### src/hw/rtl/alpha_blend_bitblt_defines.svh
// Assertion macros for the blit engine.
`ifndef ALPHA_BLEND_BITBLT_DEFINES_SVH
`define ALPHA_BLEND_BITBLT_DEFINES_SVH

`ifndef NO_ASSERTIONS

// Same-cycle implication, checked on every rising clock edge outside reset.
`define ABB_ASSERT_IMPLY(lbl, clk, rst, ante, cons) \
   lbl: assert property (@(posedge clk) disable iff (rst) (ante) |-> (cons)) \
      else $error("assertion failed: same-cycle implication");

// Next-cycle implication.
`define ABB_ASSERT_NEXT(lbl, clk, rst, ante, cons) \
   lbl: assert property (@(posedge clk) disable iff (rst) (ante) |=> (cons)) \
      else $error("assertion failed: next-cycle implication");

`else

`define ABB_ASSERT_IMPLY(lbl, clk, rst, ante, cons)
`define ABB_ASSERT_NEXT(lbl, clk, rst, ante, cons)

`endif

`endif

### src/hw/rtl/abb_pkg.sv
`timescale 1ns / 1ps
`default_nettype none

package abb_pkg;

   localparam int CHAN_W      = 8;
   localparam int LANES       = 3;
   localparam int PIX_W       = CHAN_W * LANES;
   localparam int SRC_W       = 32;
   localparam int OFF_W       = 21;
   localparam int DIM_W       = 11;
   localparam int REQ_DATA_W  = 2 * SRC_W;
   localparam int RSP_DATA_W  = 48;
   localparam int CSR_DATA_W  = 32;
   localparam int CSR_ADDR_W  = 4;

   localparam int ROW_STRIDE_DEF  = 1024;
   localparam int QUEUE_DEPTH_DEF = 4;

   localparam logic [CHAN_W-1:0] CHAN_MAX    = 8'hff;
   localparam logic [CHAN_W-1:0] ALPHA_RESET = 8'hff;
   localparam logic [DIM_W-1:0]  DIM_RESET   = 11'd1;

   typedef enum logic [1:0] {
      REG_ALPHA,
      REG_WIDTH,
      REG_HEIGHT,
      REG_TRANSP
   } csr_reg_type;

   // Raster position info for one item.
   typedef struct packed {
      logic [OFF_W-1:0] offset;
      logic             row_end;
      logic             frame_end;
   } scan_info_type;

   typedef struct packed {
      logic [PIX_W-1:0] pixel;
      scan_info_type    info;
   } rsp_item_type;

endpackage

`default_nettype wire

### src/hw/rtl/abb_lane.sv
`timescale 1ns / 1ps
`default_nettype none

// One color channel: two-stage blend, (a*s + (255-a)*d) / 255.
module abb_lane (
   input  wire logic                       clock,
   input  wire logic [abb_pkg::CHAN_W-1:0] alpha,
   input  wire logic [abb_pkg::CHAN_W-1:0] src_chan,
   input  wire logic [abb_pkg::CHAN_W-1:0] dst_chan,
   output logic      [abb_pkg::CHAN_W-1:0] result
);

   localparam int PROD_W = 2 * abb_pkg::CHAN_W;

   logic [PROD_W-1:0]          prod_s_ff, prod_s_in;
   logic [PROD_W-1:0]          prod_d_ff, prod_d_in;
   logic [abb_pkg::CHAN_W-1:0] res_ff, res_in;
   logic [abb_pkg::CHAN_W-1:0] inv_alpha;
   logic [PROD_W-1:0]          sum;
   logic [PROD_W:0]            div_tmp;

   always_comb begin
      inv_alpha = abb_pkg::CHAN_MAX - alpha;
      prod_s_in = PROD_W'(alpha) * PROD_W'(src_chan);
      prod_d_in = PROD_W'(inv_alpha) * PROD_W'(dst_chan);
   end

   // Sum never exceeds 255*255; x/255 == (x + (x>>8) + 1) >> 8 over that range.
   always_comb begin
      sum     = prod_s_ff + prod_d_ff;
      div_tmp = (PROD_W+1)'(sum) + (PROD_W+1)'(sum[PROD_W-1:abb_pkg::CHAN_W])
                + (PROD_W+1)'(1);
      res_in  = abb_pkg::CHAN_W'(div_tmp >> abb_pkg::CHAN_W);
   end

   always_ff @(posedge clock) begin
      prod_s_ff <= prod_s_in;
      prod_d_ff <= prod_d_in;
      res_ff    <= res_in;
   end

   assign result = res_ff;

endmodule

`default_nettype wire

### src/hw/rtl/abb_scan.sv
`timescale 1ns / 1ps
`default_nettype none

// Raster walk over the rectangle; offset and end flags follow the lanes
// through two register stages.
module abb_scan #(
   parameter int ROW_STRIDE = abb_pkg::ROW_STRIDE_DEF
) (
   input  wire logic                      clock,
   input  wire logic                      reset,
   input  wire logic                      advance,
   input  wire logic [abb_pkg::DIM_W-1:0] rect_width,
   input  wire logic [abb_pkg::DIM_W-1:0] rect_height,
   output abb_pkg::scan_info_type         info
);

   localparam logic [abb_pkg::OFF_W-1:0] STRIDE_C = abb_pkg::OFF_W'(ROW_STRIDE);

   logic [abb_pkg::DIM_W-1:0] col_ff, col_in;
   logic [abb_pkg::DIM_W-1:0] row_ff, row_in;
   logic [abb_pkg::DIM_W-1:0] last_col, last_row;
   logic                      rend, fend;

   logic [abb_pkg::DIM_W-1:0] s1_col_ff;
   logic [abb_pkg::OFF_W-1:0] s1_prod_ff, s1_prod_in;
   logic                      s1_rend_ff, s1_fend_ff;
   abb_pkg::scan_info_type    s2_info_ff, s2_info_in;

   always_comb begin
      last_col = (rect_width == '0) ? '0 : rect_width - abb_pkg::DIM_W'(1);
      last_row = (rect_height == '0) ? '0 : rect_height - abb_pkg::DIM_W'(1);
      rend     = (col_ff >= last_col);
      fend     = rend && (row_ff >= last_row);
      col_in   = col_ff;
      row_in   = row_ff;
      if (advance) begin
         if (rend) begin
            col_in = '0;
            row_in = fend ? '0 : row_ff + abb_pkg::DIM_W'(1);
         end else begin
            col_in = col_ff + abb_pkg::DIM_W'(1);
         end
      end
      s1_prod_in = abb_pkg::OFF_W'(row_ff) * STRIDE_C;
   end

   always_comb begin
      s2_info_in.offset    = s1_prod_ff + abb_pkg::OFF_W'(s1_col_ff);
      s2_info_in.row_end   = s1_rend_ff;
      s2_info_in.frame_end = s1_fend_ff;
   end

   always_ff @(posedge clock) begin
      if (reset) begin
         col_ff <= '0;
         row_ff <= '0;
      end else begin
         col_ff <= col_in;
         row_ff <= row_in;
      end
   end

   always_ff @(posedge clock) begin
      s1_col_ff  <= col_ff;
      s1_prod_ff <= s1_prod_in;
      s1_rend_ff <= rend;
      s1_fend_ff <= fend;
      s2_info_ff <= s2_info_in;
   end

   assign info = s2_info_ff;

endmodule

`default_nettype wire

### src/hw/rtl/abb_outq.sv
`timescale 1ns / 1ps
`default_nettype none

// Result queue between the lane pipeline and the output channel.
module abb_outq #(
   parameter int DEPTH = abb_pkg::QUEUE_DEPTH_DEF
) (
   input  wire logic                  clock,
   input  wire logic                  reset,
   input  wire logic                  wr_en,
   input  wire abb_pkg::rsp_item_type wr_item,
   input  wire logic                  rd_en,
   output logic                       rd_valid,
   output abb_pkg::rsp_item_type      rd_item
);

   localparam int PTR_W = (DEPTH > 1) ? $clog2(DEPTH) : 1;
   localparam int CNT_W = $clog2(DEPTH + 1);
   localparam logic [PTR_W-1:0] PTR_LAST = PTR_W'(DEPTH - 1);

   abb_pkg::rsp_item_type entries_ff [DEPTH];
   logic [PTR_W-1:0]      wr_ptr_ff, wr_ptr_in;
   logic [PTR_W-1:0]      rd_ptr_ff, rd_ptr_in;
   logic [CNT_W-1:0]      count_ff, count_in;
   logic                  do_rd;

   always_comb begin
      do_rd     = rd_en && (count_ff != '0);
      wr_ptr_in = wr_ptr_ff;
      rd_ptr_in = rd_ptr_ff;
      if (wr_en) begin
         wr_ptr_in = (wr_ptr_ff == PTR_LAST) ? '0 : wr_ptr_ff + PTR_W'(1);
      end
      if (do_rd) begin
         rd_ptr_in = (rd_ptr_ff == PTR_LAST) ? '0 : rd_ptr_ff + PTR_W'(1);
      end
      count_in = count_ff + CNT_W'(wr_en) - CNT_W'(do_rd);
   end

   always_ff @(posedge clock) begin
      if (reset) begin
         wr_ptr_ff <= '0;
         rd_ptr_ff <= '0;
         count_ff  <= '0;
      end else begin
         wr_ptr_ff <= wr_ptr_in;
         rd_ptr_ff <= rd_ptr_in;
         count_ff  <= count_in;
      end
   end

   always_ff @(posedge clock) begin
      if (wr_en) begin
         entries_ff[wr_ptr_ff] <= wr_item;
      end
   end

   assign rd_valid = (count_ff != '0);
   assign rd_item  = entries_ff[rd_ptr_ff];

endmodule

`default_nettype wire

### src/hw/rtl/alpha_blend_bitblt.sv
`timescale 1ns / 1ps
`default_nettype none

`include "alpha_blend_bitblt_defines.svh"

// Alpha-blend blit engine. Each item carries one ARGB8888 source pixel and one
// destination pixel; the block walks the configured rectangle in row-major order
// and returns the blended RGB888 pixel, its frame offset (column + row*ROW_STRIDE,
// modulo 2^21) and end-of-row (tuser) / end-of-frame (tlast) flags. Three channel
// lanes blend in parallel, so one item is taken per clock when req_tready is high.
// Results pass the lane product and result registers into a QUEUE_DEPTH-entry
// result queue that absorbs output stalls; req_tready drops only when that many
// items are outstanding. Registers are to be written over the APB port only while
// the block is idle, which it does not enforce; new values apply to later items.
module alpha_blend_bitblt #(
   parameter int ROW_STRIDE  = abb_pkg::ROW_STRIDE_DEF,
   parameter int QUEUE_DEPTH = abb_pkg::QUEUE_DEPTH_DEF
) (
   input  wire logic                           clock,
   input  wire logic                           reset,
   // Input item channel
   input  wire logic                           req_tvalid,
   output logic                                req_tready,
   input  wire logic [abb_pkg::REQ_DATA_W-1:0] req_tdata,   // source_pixel, backdrop_pixel
   // Result channel
   output logic                                rsp_tvalid,
   input  wire logic                           rsp_tready,
   output logic      [abb_pkg::RSP_DATA_W-1:0] rsp_tdata,   // blended_pixel, frame_offset, pad
   output logic                                rsp_tuser,   // row_end
   output logic                                rsp_tlast,   // frame_end
   // Register port
   input  wire logic                           csr_psel,
   input  wire logic                           csr_penable,
   input  wire logic                           csr_pwrite,
   input  wire logic [abb_pkg::CSR_ADDR_W-1:0] csr_paddr,
   input  wire logic [abb_pkg::CSR_DATA_W-1:0] csr_pwdata,
   output logic      [abb_pkg::CSR_DATA_W-1:0] csr_prdata,
   output logic                                csr_pready
);

   localparam int CNT_W = $clog2(QUEUE_DEPTH + 1);
   localparam logic [CNT_W-1:0] CNT_MAX = CNT_W'(QUEUE_DEPTH);

   logic [abb_pkg::CHAN_W-1:0] alpha_ff, alpha_in;
   logic [abb_pkg::DIM_W-1:0]  width_ff, width_in;
   logic [abb_pkg::DIM_W-1:0]  height_ff, height_in;
   logic                       transp_ff, transp_in;

   logic                       csr_wr;
   abb_pkg::csr_reg_type       csr_sel;

   logic [abb_pkg::SRC_W-1:0]  src_pix, dst_pix;
   logic [abb_pkg::CHAN_W-1:0] eff_alpha;
   logic [abb_pkg::PIX_W-1:0]  blended;
   logic                       req_acc, rsp_acc;
   logic                       v1_ff, v2_ff;
   logic [CNT_W-1:0]           pending_ff, pending_in;

   abb_pkg::scan_info_type     scan_info;
   abb_pkg::rsp_item_type      q_wr_item, q_rd_item;
   logic                       q_valid;

   // ---------------- register port ----------------
   assign csr_pready = 1'b1;
   assign csr_wr     = csr_psel && csr_penable && csr_pwrite && csr_pready;
   assign csr_sel    = abb_pkg::csr_reg_type'(csr_paddr[3:2]);

   always_comb begin
      alpha_in  = alpha_ff;
      width_in  = width_ff;
      height_in = height_ff;
      transp_in = transp_ff;
      if (csr_wr) begin
         unique case (csr_sel)
            abb_pkg::REG_ALPHA:  alpha_in  = csr_pwdata[abb_pkg::CHAN_W-1:0];
            abb_pkg::REG_WIDTH:  width_in  = csr_pwdata[abb_pkg::DIM_W-1:0];
            abb_pkg::REG_HEIGHT: height_in = csr_pwdata[abb_pkg::DIM_W-1:0];
            abb_pkg::REG_TRANSP: transp_in = csr_pwdata[0];
            default: ;
         endcase
      end
   end

   always_comb begin
      unique case (csr_sel)
         abb_pkg::REG_ALPHA:  csr_prdata = abb_pkg::CSR_DATA_W'(alpha_ff);
         abb_pkg::REG_WIDTH:  csr_prdata = abb_pkg::CSR_DATA_W'(width_ff);
         abb_pkg::REG_HEIGHT: csr_prdata = abb_pkg::CSR_DATA_W'(height_ff);
         abb_pkg::REG_TRANSP: csr_prdata = abb_pkg::CSR_DATA_W'(transp_ff);
         default:             csr_prdata = '0;
      endcase
   end

   always_ff @(posedge clock) begin
      if (reset) begin
         alpha_ff  <= abb_pkg::ALPHA_RESET;
         width_ff  <= abb_pkg::DIM_RESET;
         height_ff <= abb_pkg::DIM_RESET;
         transp_ff <= 1'b0;
      end else begin
         alpha_ff  <= alpha_in;
         width_ff  <= width_in;
         height_ff <= height_in;
         transp_ff <= transp_in;
      end
   end

   // ---------------- flow control ----------------
   // pending counts items accepted and not yet delivered; it bounds queue fill.
   assign req_tready = (pending_ff < CNT_MAX);
   assign req_acc    = req_tvalid && req_tready;
   assign rsp_acc    = rsp_tvalid && rsp_tready;
   assign pending_in = pending_ff + CNT_W'(req_acc) - CNT_W'(rsp_acc);

   always_ff @(posedge clock) begin
      if (reset) begin
         v1_ff      <= 1'b0;
         v2_ff      <= 1'b0;
         pending_ff <= '0;
      end else begin
         v1_ff      <= req_acc;
         v2_ff      <= v1_ff;
         pending_ff <= pending_in;
      end
   end

   // ---------------- lanes ----------------
   assign src_pix = req_tdata[abb_pkg::SRC_W-1:0];
   assign dst_pix = req_tdata[abb_pkg::REQ_DATA_W-1:abb_pkg::SRC_W];

   // Transparent source key: when enabled, a zero alpha byte passes the destination through.
   assign eff_alpha = (transp_ff && (src_pix[abb_pkg::SRC_W-1 -: abb_pkg::CHAN_W] == '0))
                      ? '0 : alpha_ff;

   for (genvar i = 0; i < abb_pkg::LANES; i++) begin : g_lane
      abb_lane u_lane (
         .clock    (clock),
         .alpha    (eff_alpha),
         .src_chan (src_pix[i*abb_pkg::CHAN_W +: abb_pkg::CHAN_W]),
         .dst_chan (dst_pix[i*abb_pkg::CHAN_W +: abb_pkg::CHAN_W]),
         .result   (blended[i*abb_pkg::CHAN_W +: abb_pkg::CHAN_W])
      );
   end

   abb_scan #(
      .ROW_STRIDE (ROW_STRIDE)
   ) u_scan (
      .clock       (clock),
      .reset       (reset),
      .advance     (req_acc),
      .rect_width  (width_ff),
      .rect_height (height_ff),
      .info        (scan_info)
   );

   // ---------------- merge and output ----------------
   assign q_wr_item.pixel = blended;
   assign q_wr_item.info  = scan_info;

   abb_outq #(
      .DEPTH (QUEUE_DEPTH)
   ) u_outq (
      .clock    (clock),
      .reset    (reset),
      .wr_en    (v2_ff),
      .wr_item  (q_wr_item),
      .rd_en    (rsp_tready),
      .rd_valid (q_valid),
      .rd_item  (q_rd_item)
   );

   assign rsp_tvalid = q_valid;
   assign rsp_tdata  = abb_pkg::RSP_DATA_W'({q_rd_item.info.offset, q_rd_item.pixel});
   assign rsp_tuser  = q_rd_item.info.row_end;
   assign rsp_tlast  = q_rd_item.info.frame_end;

   // ---------------- checks ----------------
   `ABB_ASSERT_IMPLY(a_pending_bound, clock, reset, 1'b1, pending_ff <= CNT_MAX)
   `ABB_ASSERT_IMPLY(a_valid_pending, clock, reset, rsp_tvalid, pending_ff != '0)
   `ABB_ASSERT_IMPLY(a_frame_row_end, clock, reset, rsp_tvalid && rsp_tlast, rsp_tuser)
   `ABB_ASSERT_NEXT(a_pending_inc, clock, reset, req_acc && !rsp_acc, pending_ff == CNT_W'($past(pending_ff) + CNT_W'(1)))

endmodule

`default_nettype wire

### config.mk
export PLATFORM = sky130hd
export DESIGN_NAME = alpha_blend_bitblt
export DESIGN_NICKNAME = d
export VERILOG_FILES = /design/src/hw/rtl/abb_pkg.sv /design/src/hw/rtl/abb_lane.sv /design/src/hw/rtl/abb_scan.sv /design/src/hw/rtl/abb_outq.sv /design/src/hw/rtl/alpha_blend_bitblt.sv
export VERILOG_INCLUDE_DIRS = /design/src /design/src/hw/rtl
export SDC_FILE = /design/constraint.sdc
export NUM_CORES = 1
export LEC_CHECK = 0
export BUFFER_PORTS_ARGS = -buffer_cell sky130_fd_sc_hd__buf_2
export CORE_ASPECT_RATIO = 1.1
export CORE_MARGIN = 5
export CORE_UTILIZATION = 30
export CTS_CLUSTER_DIAMETER = 50
export DETAILED_ROUTE_END_ITERATION = 6
export GPL_ROUTABILITY_DRIVEN = 0
export MAX_ROUTING_LAYER = met4
export PLACE_DENSITY = 0.56
export SLEW_MARGIN = 30
export SYNTH_ARGS = -nofsm -noshare
export SYNTH_HDL_FRONTEND = slang
export SYNTH_SLANG_ARGS = --single-unit
### constraint.sdc
create_clock -name clock -period 7.24 [get_ports clock]
set_input_delay 1.448 -clock clock [delete_from_list [all_inputs] [get_ports clock]]
set_output_delay 1.448 -clock clock [all_outputs]
set_load 0.03 [all_outputs]
After elaboration in Yosys (flattened, before gate mapping)

Memories as Yosys holds them, arrays and structs flattened. A register that Yosys moved wholly into a read port is not among the register bits.
Index checks and enable logic that the tools add are counted.

Input port bits: 107
Word-level logic and storage cells: 92
Memories kept: 1
RAM bits: 188
Flip-flop bits (word level): 232

Memory list:

| name              | depth | width | read ports | clocked after Yosys merged registers in | wr ports | RTL line       | source |
|---|---|---|---|---|---|---|---|
| u_outq.entries_ff | 4     | 47    | 1          | 1                                       | 1        | abb_outq.sv:21 | `abb_pkg::rsp_item_type entries_ff [DEPTH];` |

Order comparisons: 3
Add/subtract/negate cells: 21
Multiply operators: 6
Reduce and logical (&&, ||, !) cells: 16
Equality and inequality tests: 5
Mux-type cells: 12

Operators with widths:

| cell                  | number |
|---|---|
| $pmux 32 s4           | 1 |
| $mul 8x8->16          | 6 |
| $add 16x1->16 const B | 3 |
| $add 16x16->16        | 3 |
| $add 16x8->16         | 3 |
| $mux 11               | 4 |
| $add 11x1->11 const B | 2 |
| $ge 11x11->1          | 2 |
| $logic_not 11->1      | 2 |
| $sub 11x1->11 const B | 2 |
| $add 21x11->21        | 1 |
| $reduce_and 2->1      | 5 |
| $eq 2x2->1 const B    | 4 |
| $logic_not 8->1       | 1 |
| $mux 2                | 4 |
| $mux 8                | 1 |
| $sub 8x8->8 const A   | 1 |
| $add 3x1->3           | 2 |
| $logic_and 1x1->1     | 6 |
| $sub 3x1->3           | 2 |
| $add 2x1->2 const B   | 2 |
| $lt 3x3->1 const B    | 1 |
| $reduce_bool 3->1     | 1 |
| $eq 2x1->1 const B    | 1 |
| other kinds (2)       | 3 |

Depth between registers and ports, before layout

Gate-level depths: netlist of the first run.

Word-level depth: 5
Gate-level depth with buffers: 22

Modules after synthesis

A second synthesis of the first run with hierarchy kept.

Cells, all modules: 2777
Area, all modules: 30266.5 sq um

Modules (own cells, without submodules):

| module                       | area an instance (sq um) | cells each | instances |
|---|---|---|---|
| abb_outq                     | 7272.0                   | 289        | 1 |
| abb_lane at g_lane[1].u_lane | 6055.8                   | 652        | 1 |
| abb_lane at g_lane[0].u_lane | 5992.0                   | 653        | 1 |
| abb_lane at g_lane[2].u_lane | 5985.7                   | 659        | 1 |
| abb_scan                     | 2970.3                   | 307        | 1 |
| alpha_blend_bitblt           | 1990.7                   | 217        | 1 |

Least setup slack after synthesis of the first run

OpenSTA, ideal clock, no wires.

Kind: input-to-reg
Start: in req_tdata[27] in the netlist's numbering
End: reg g_lane[2].u_lane.prod_d_ff[15]
Slack: 0.934 ns
Arrival time: 6.186 ns
Library setup time: 0.121 ns
Stages: 20
Cells stage by stage: nor4_1 -> nand4_1 -> clkbuf_1 -> nand2_1 -> clkbuf_1 -> nand2_1 -> fa_1 -> fa_1 -> inv_1 -> fa_1 -> inv_1 -> fa_1 -> inv_1 -> ha_1 -> a21boi_0 -> o21ai_0 -> a21oi_1 -> a41o_1 -> o41a_1 -> xnor2_1

Word-level cells in the longest chain between the ends: 5

RTL lines:

| element                            | RTL line                  | source |
|---|---|---|
| start, declared                    | alpha_blend_bitblt.sv:24  | `input wire logic [abb_pkg::REQ_DATA_W-1:0] req_tdata,` |
| $logic_not 8->1                    | alpha_blend_bitblt.sv:132 | `assign eff_alpha = (transp_ff && (src_pix[abb_pkg::SRC_W-1 -: abb_pkg::CHAN_W] == '0))` |
| $logic_and 1x1->1                  | alpha_blend_bitblt.sv:132 |  |
| $mux 8                             | alpha_blend_bitblt.sv:133 | `? '0 : alpha_ff;` |
| $sub 8x8->8                        | abb_lane.sv:23            | `inv_alpha = abb_pkg::CHAN_MAX - alpha;` |
| $mul 8x8->16                       | abb_lane.sv:25            | `prod_d_in = PROD_W'(inv_alpha) * PROD_W'(dst_chan);` |
| via g_lane[2].u_lane.prod_d_in[15] | abb_lane.sv:16            | `logic [PROD_W-1:0] prod_d_ff, prod_d_in;` |
| end signal, assigned               | abb_lane.sv:38            | `prod_d_ff <= prod_d_in;` |
| end, declared                      | abb_lane.sv:16            |  |

The timed path passes the listed nets, and every way through them passes these cells.
A chain may end at the register's enable or synchronous reset.

Worst setup path in the final report of the first run

Start: in req_tdata[27] in the netlist's numbering
End: reg g_lane[0].u_lane.prod_d_ff[15]

Word-level cells in the longest chain between the ends: 5

RTL lines:

| element                            | RTL line |
|---|---|
| $logic_not 8->1                    | alpha_blend_bitblt.sv:132 |
| $logic_and 1x1->1                  | alpha_blend_bitblt.sv:132 |
| $mux 8                             | alpha_blend_bitblt.sv:133 |
| $sub 8x8->8                        | abb_lane.sv:23 |
| $mul 8x8->16                       | abb_lane.sv:25 |
| via g_lane[0].u_lane.prod_d_in[15] | abb_lane.sv:16 |
| end signal, assigned               | abb_lane.sv:38 |
| end, declared                      | abb_lane.sv:16 |

The timed path passes the listed nets, and every way through them passes these cells.

==> flow_metrics.env, run 1 <==
export IMPL_synth_yosys_seq_area_share=0.347
export IMPL_min_period_over_period=0.839
export IMPL_vias=20000
export IMPL_ys_types=84
export IMPL_path_buf_inv=5
export IMPL_antenna_found_initial=21
export IMPL_path_clk_slew_ns=0.06
export IMPL_crit_family="adder cells"
export IMPL_worstSetupStartpointType="input port"
export IMPL_io_pins=192
export IMPL_synth_area_leaders="edfxtp_1 (19%), dfxtp_1 (16%), fa_1 (15%), ha_1 (13%), inv_1 (4.3%)"
export IMPL_h_tree_depth=2
export IMPL_critical_path_required_ns=7.79
export IMPL_slowest_delay_ns=0.54
export IMPL_port_buffers=135
export IMPL_gr_total_overflow=0
export IMPL_nets=3593
export IMPL_fmax_ghz=0.165
export IMPL_async_flop_share=0
export IMPL_max_slew_margin_rel=0.414
export IMPL_synth_flop_cell="dfxtp_1"
export IMPL_dp_cells=4183
export IMPL_synth_edf_count=188
export IMPL_yosysMostFrequentCell="inv_1"
export IMPL_final_antenna_net_count=0
export IMPL_rsz0062_at_grt="no"
export IMPL_arrival_ns=6.62
export IMPL_stdcell_count=4296
export IMPL_finalSetupTns_ns=0
export IMPL_yosysWarnings=0
export IMPL_vias_per_cell=4.65
export IMPL_nFillCells=9951
export IMPL_firstDrtPassIters=5
export IMPL_multi_input_area_sq_um=17800
export IMPL_path_cells="buf_2 > nor4_1 > nand4_1 > buf_12 > nand2_1 > nand2_1 > fa_1 > fa_1 > inv_1 > fa_1 > inv_1 > fa_1 > inv_1 > ha_1 > a21boi_0 > o21ai_0 > a21oi_1 > a41o_1 > o41ai_1 > xnor2_1"
export IMPL_dieHeight_um=341
export IMPL_initial_utilization=0.301
export IMPL_hp_class="reg2reg"
export IMPL_critPathKind="in2reg"
export IMPL_grt_usage=0.135
export IMPL_setup_viol=0
export IMPL_finalClockSkew_ns=0.0655
export IMPL_finalCoreUtilization=0.343
export IMPL_syn_to_final_growth_pct=13.8
export IMPL_ir_worst_vdd_v=0.000205
export IMPL_first_iter_violations=1003
export IMPL_drv_slew=0
export IMPL_die_x_um=310
export IMPL_cts_hold_buf=0
export IMPL_final_layout_size_suffix_gt1_frac=0.115
export IMPL_powerDensity_nw_per_um2=303
export IMPL_critPathCaptureType="flip-flop"
export IMPL_dp_hpwl_um=52200
export IMPL_grt_pass1_vias=20600
export IMPL_synth_cells=2810
export IMPL_numCtsBuffers=52
export IMPL_yosysTopAreaCell="edfxtp_1"
export IMPL_cts_path_max_buffers=3
export IMPL_cap_violations=0
export IMPL_outcome="finished, final reports clean"
export IMPL_clkLatencyLatePin_ns=0.63
export IMPL_netlist_top_cells_count="inv_1 (343), ha_1 (319), dfxtp_1 (234), nand2_1 (234), fa_1 (221)"
export IMPL_register_area_sq_um=10300
export IMPL_cts_sinks=422
export IMPL_period_minus_slack_ns=6.07
export IMPL_die_area_sq_um=106000
export IMPL_cellLeakagePower_nw=15.2
export IMPL_root_buffer="clkbuf_16"
export IMPL_num_rows=121
export IMPL_syn_area_sq_um=29800
export IMPL_drc=0
export IMPL_fp_coreArea_sq_um=98900
export IMPL_cts_resized=0
export IMPL_yosys_register_bits=422
export IMPL_timing_hold_violations_final=0
export IMPL_grt_first_pass_wirelength_um=111000
export IMPL_critPathMaxFanout=64
export IMPL_cts_tree="built"
export IMPL_cpMaxStageDelayCell="fa_1"
export IMPL_post_cts_buffers=0
export IMPL_worst_pin_slew_ns=0.874
export IMPL_wire_per_inst_um=16.0
export IMPL_cp_common_cell="fa_1"
export IMPL_synth_top_area_share=0.189
export IMPL_wirelength_um=68900
export IMPL_synth_avg_cell_area_sq_um=10.6
export IMPL_grt_start_max_net_pins=65
## cell usage in the layout, fill, tap and decap left out, drive strengths merged, types with 23 or more instances in the layout
| master | instances |
|---|---|
| ha | 319 |
| xor2 | 45 |
| a21o | 24 |
| fa | 221 |
| xnor2 | 124 |
| mux4 | 48 |
| nor2 | 101 |
| a21oi | 98 |
| dfxtp | 234 |
| edfxtp | 188 |
| o21ai | 58 |
| conb | 25 |
| nor3 | 28 |
| buf | 169 |
| inv | 352 |
| nand2 | 234 |
| nand3 | 38 |
| a211oi | 23 |
| nor2b | 36 |
| and3 | 166 |
| clkbuf | 66 |
| and2 | 180 |
## power by group
part	total, W	switching (W)	internal [W]	leakage, nW
clock	0.00276	0.00107	0.00169	0.923
sequential	0.00309	0.000184	0.00290	3.60
combinational	0.00442	0.00251	0.00190	10.7
## path summary, 6_finish.rpt
check                                    startpoint                        endpoint  slack [ns]  cells after the start
worst min register to register  u_scan.s1_col_ff[7]                  u_scan.info[9]        0.33                      0
worst max register to register            transp_ff  g_lane[0].u_lane.prod_d_ff[15]        1.81                     20
worst max-delay path                  req_tdata[27]  g_lane[0].u_lane.prod_d_ff[15]        1.17                     20
worst min-delay path            u_scan.s1_col_ff[7]                  u_scan.info[9]        0.33                      0
## registers in the layout, summed over array words and instances, names as in the netlist, 23 cells and up, named ones only
register                 count
g_lane.u_lane.prod_d_ff     48
g_lane.u_lane.prod_s_ff     48
g_lane.u_lane.result        24
u_outq.entries_ff          188
u_scan.info                 23
## logic make-up after synthesis
family / share of synthesized area
mux: 0.0407
other cells: 0.000252
xor+xnor: 0.0499
flops: 0.347
fa+ha+maj: 0.282
buf+inv: 0.0607
compound gates: 0.0687
simple gates: 0.150
## stage by stage
step | setup WS (ns) | hold WS (ns) | total power, W | instance area (sq um)
2_1_floorplan | 0.934 | 0.310 | 0.00653 | 29900
3_3_place_gp | 0.562 | 0.314 | 0.00756 | 32000
3_5_place_dp | 0.532 | 0.314 | 0.00760 | 32000
4_1_cts | 1.18 | 0.330 | 0.0104 | 33900
5_1_grt | 0.781 | 0.336 | 0.0111 | 33900
6_report | 1.17 | 0.326 | 0.0103 | 33900
## area by class of cell
cell class | instances | area share
sequential | 422 | 0.305
clock inverter | 32 | 0.0138
multi-input combinational | 1957 | 0.524
clock buffer | 66 | 0.0423
inverter | 344 | 0.0381
antenna | 15 | 0.00111
tap | 1291 | 0.0476
timing repair buffer | 169 | 0.0286
## metal layers
metal	track usage	up-vias	part of all wire
met5	-	-	0
met4	0.0341	0	0.023
met3	0.0277	95	0.057
met2	0.220	346	0.47
met1	0.172	9755	0.45
li1	-	9790	-
No activity file was read; power rests on OpenSTA's default activity.
==> run 2: changes to the inputs <==
- ABC_AREA: not set -> 1
- clock period: 7.24 -> 5.9 ns (I/O delays scaled with it)
==> run 2 against run 1 <==
Compared with the run above:
- power rose by 38%
- highest routed layer unchanged
- routed wire length rose by 13%
- flip-flop and latch count did not move
- via count rose by 18%
- critical path type unchanged
- sequential power rose by 22%
- clock skew fell by 0.020 ns
- utilization rose by 0.78 points
- first-iteration DRC count rose by 37%
==> flow_metrics.env, run 2 <==
export IMPL_ir_worst_vdd_v=0.000237
export IMPL_final_antenna_net_count=0
export IMPL_timing_hold_violations_final=0
export IMPL_firstDrtPassIters=6
export IMPL_ys_types=48
export IMPL_h_tree_depth=2
export IMPL_critPathMaxFanout=13
export IMPL_syn_area_sq_um=30600
export IMPL_die_x_um=315
export IMPL_synth_flop_cell="dfxtp_1"
export IMPL_finalPower_w=0.0141
export IMPL_fmax_ghz=0.187
export IMPL_cts_resized=0
export IMPL_async_flop_share=0
export IMPL_synth_avg_cell_area_sq_um=8.60
export IMPL_synth_area_leaders="edfxtp_1 (18%), dfxtp_1 (15%), fa_1 (14%), ha_1 (13%), inv_1 (7.2%)"
export IMPL_powerDensity_nw_per_um2=395
export IMPL_first_iter_violations=1376
export IMPL_syn_to_final_growth_pct=16.7
export IMPL_hp_class="reg2reg"
export IMPL_whs_path_depth=0
export IMPL_worst_r2r_setup_slack_ns=0.67
export IMPL_path_buf_inv=8
export IMPL_synth_top_area_share=0.184
export IMPL_cts_hold_buf=0
export IMPL_synth_cells=3561
export IMPL_wirelength_um=77900
export IMPL_synth_yosys_seq_area_share=0.337
export IMPL_critPathKind="in2reg"
export IMPL_rsz0062_at_grt="no"
export IMPL_gr_total_overflow=0
export IMPL_setup_viol=0
export IMPL_min_to="u_scan.info[11]"
export IMPL_fin_ws_ns=0.546
export IMPL_grt_usage=0.146
export IMPL_post_cts_buffers=0
export IMPL_io_pins=192
export IMPL_worst_pin_slew_ns=0.882
export IMPL_dp_hpwl_um=61700
export IMPL_cts_sinks=422
export IMPL_cts_path_max_buffers=3
export IMPL_top_regs="u_outq.entries_ff x188, g_lane.u_lane.prod_d_ff x48, g_lane.u_lane.prod_s_ff x48"
export IMPL_yosysWarnings=0
export IMPL_finalClockSkew_ns=0.0453
export IMPL_numCtsBuffers=49
export IMPL_clkLatencyLatePin_ns=0.62
export IMPL_root_buffer="clkbuf_16"
export IMPL_yosysMostFrequentCell="inv_1"
export IMPL_cpMaxStageDelayCell="fa_1"
export IMPL_vias_per_cell=4.49
export IMPL_netlist_top_cells_count="inv_1 (586), nand2_1 (551), nor2_1 (545)"
export IMPL_final_layout_size_suffix_gt1_frac=0.125
export IMPL_initial_utilization=0.301
export IMPL_cellLeakagePower_nw=17.6
export IMPL_final_cell_mix="inv_1 (580), nand2_1 (551), nor2_1 (545)"
export IMPL_num_rows=123
export IMPL_reg2reg_depth=25
export IMPL_outcome="finished, final reports clean"
export IMPL_synth_edf_count=188
export IMPL_grt_start_max_net_pins=68
export IMPL_critical_path_required_ns=6.42
export IMPL_largest_register_ffs=188
export IMPL_critPathCaptureType="flip-flop"
export IMPL_vias=23700
export IMPL_reg2reg_from="transp_ff"
export IMPL_worstSetupStartpointType="input port"
export IMPL_final_common_cell="inv_1"
export IMPL_cp_common_cell="fa_1"
export IMPL_die_area_sq_um=109000
export IMPL_period_minus_slack_ns=5.35
export IMPL_wire_per_inst_um=14.8
export IMPL_path_cells="buf_2 > nor4_1 > nand2_1 > nor4_2 > buf_4 > inv_2 > buf_12 > nand2_2 > buf_4 > nand2_1 > fa_1 > fa_1 > inv_1 > fa_1 > inv_1 > fa_1 > inv_1 > ha_1 > a21oi_1 > o21ai_0 > a21oi_1 > o21ai_0 > xor2_1"
export IMPL_grt_pass1_vias=23200
export IMPL_max_slew_margin_rel=0.411
export IMPL_nFillCells=10600
export IMPL_crit_family="adder cells"
export IMPL_path_clk_slew_ns=0.06
export IMPL_yosys_register_bits=422
export IMPL_top_register="u_outq.entries_ff"
export IMPL_cts_tree="built"
export IMPL_finalCoreUtilization=0.351
export IMPL_drc=0
export IMPL_drv_slew=0
export IMPL_arrival_ns=5.87
export IMPL_min_from="u_scan.s1_col_ff[9]"
export IMPL_stdcell_count=5274
export IMPL_nets=4493
export IMPL_dieHeight_um=345
export IMPL_r2r_end="g_lane[1].u_lane.prod_d_ff[13]"
export IMPL_port_buffers=135
export IMPL_antenna_found_initial=19
export IMPL_post_place_ws_ns=-0.0845
export IMPL_cap_violations=0
export IMPL_min_period_over_period=0.908
export IMPL_dp_cells=5170
export IMPL_slowest_delay_ns=0.55
export IMPL_fp_coreArea_sq_um=102000
export IMPL_grt_first_pass_wirelength_um=124000
export IMPL_yosysTopAreaCell="edfxtp_1"
==> run 2: cell types whose count changed after synthesis, moves of 40 or more <==
| cell | before | now |
|---|---|---|
| a21oi_1 | 98 | 146 |
| and2_1 | 179 | 15 |
| and3_1 | 166 | 0 |
| inv_1 | 343 | 586 |
| mux4_2 | 48 | 0 |
| nand2_1 | 234 | 551 |
| nand3_1 | 37 | 111 |
| nor2_1 | 101 | 545 |
| o21ai_0 | 55 | 156 |
| o22ai_1 | 2 | 49 |
| xnor2_1 | 123 | 42 |
| xor2_1 | 45 | 85 |
==> run 2: how the worst max path moves through the flow <==
stage                  start                             end  slack [ns]  cells after the start
2_1_floorplan  req_tdata[24]  g_lane[0].u_lane.prod_s_ff[13]        0.40                     21
3_3_place_gp   req_tdata[24]  g_lane[0].u_lane.prod_d_ff[12]       -0.05                     23
3_5_place_dp   req_tdata[24]  g_lane[0].u_lane.prod_d_ff[12]       -0.08                     23
4_1_cts        req_tdata[24]  g_lane[0].u_lane.prod_d_ff[12]        0.54                     23
5_1_grt        req_tdata[24]  g_lane[1].u_lane.prod_d_ff[12]        0.17                     25
6_report       req_tdata[24]  g_lane[0].u_lane.prod_d_ff[12]        0.55                     23
==> run 2: logic make-up after synthesis <==
logic type / share of synthesized area
buffers and inverters: 0.0896
XOR/XNOR: 0.0363
AND/OR/NAND/NOR: 0.186
AO/OA/AOI/OAI: 0.0757
other: 0.000245
flip-flops: 0.337
adder cells (fa/ha/maj): 0.275
==> run 2: cell type report <==
type | instances | area, sq um | share of cell area
repair buffers | 307 | 2070 | 0.0578
diodes | 12 | 30.0 | 0.000840
clock buffers | 65 | 1380 | 0.0386
flip-flops and latches | 422 | 10300 | 0.289
well taps | 1375 | 1720 | 0.0481
clock inverters | 27 | 317 | 0.00886
inverters | 600 | 2260 | 0.0631
multi-input cells | 2466 | 17600 | 0.494
==> run 2: through the flow <==
step                TNS [ns]  hold WS, ns  cell area [sq um]
floorplan                  0        0.310              30700
global placement      -0.194        0.315              34000
detailed placement    -0.638        0.314              34000
CTS                        0        0.315              35700
global route               0        0.336              35700
finish                     0        0.324              35700
==> run 2: report_power, final <==
part / leakage [nW] / internal (W) / switching [W] / total [W]
registers: 3.67 / 0.00356 / 0.000193 / 0.00376
clock network: 0.823 / 0.00177 / 0.00129 / 0.00306
logic: 13.1 / 0.00286 / 0.00444 / 0.00730
total: 17.6 / 0.00820 / 0.00592 / 0.0141
==> run 2: metal layers <==
metal	global-route usage	wire length (um)	vias to the layer above
li1	-	-	11900
met1	0.187	35200	11100
met2	0.236	36000	487
met3	0.0274	4410	118
met4	0.0454	2270	0
met5	-	0	-
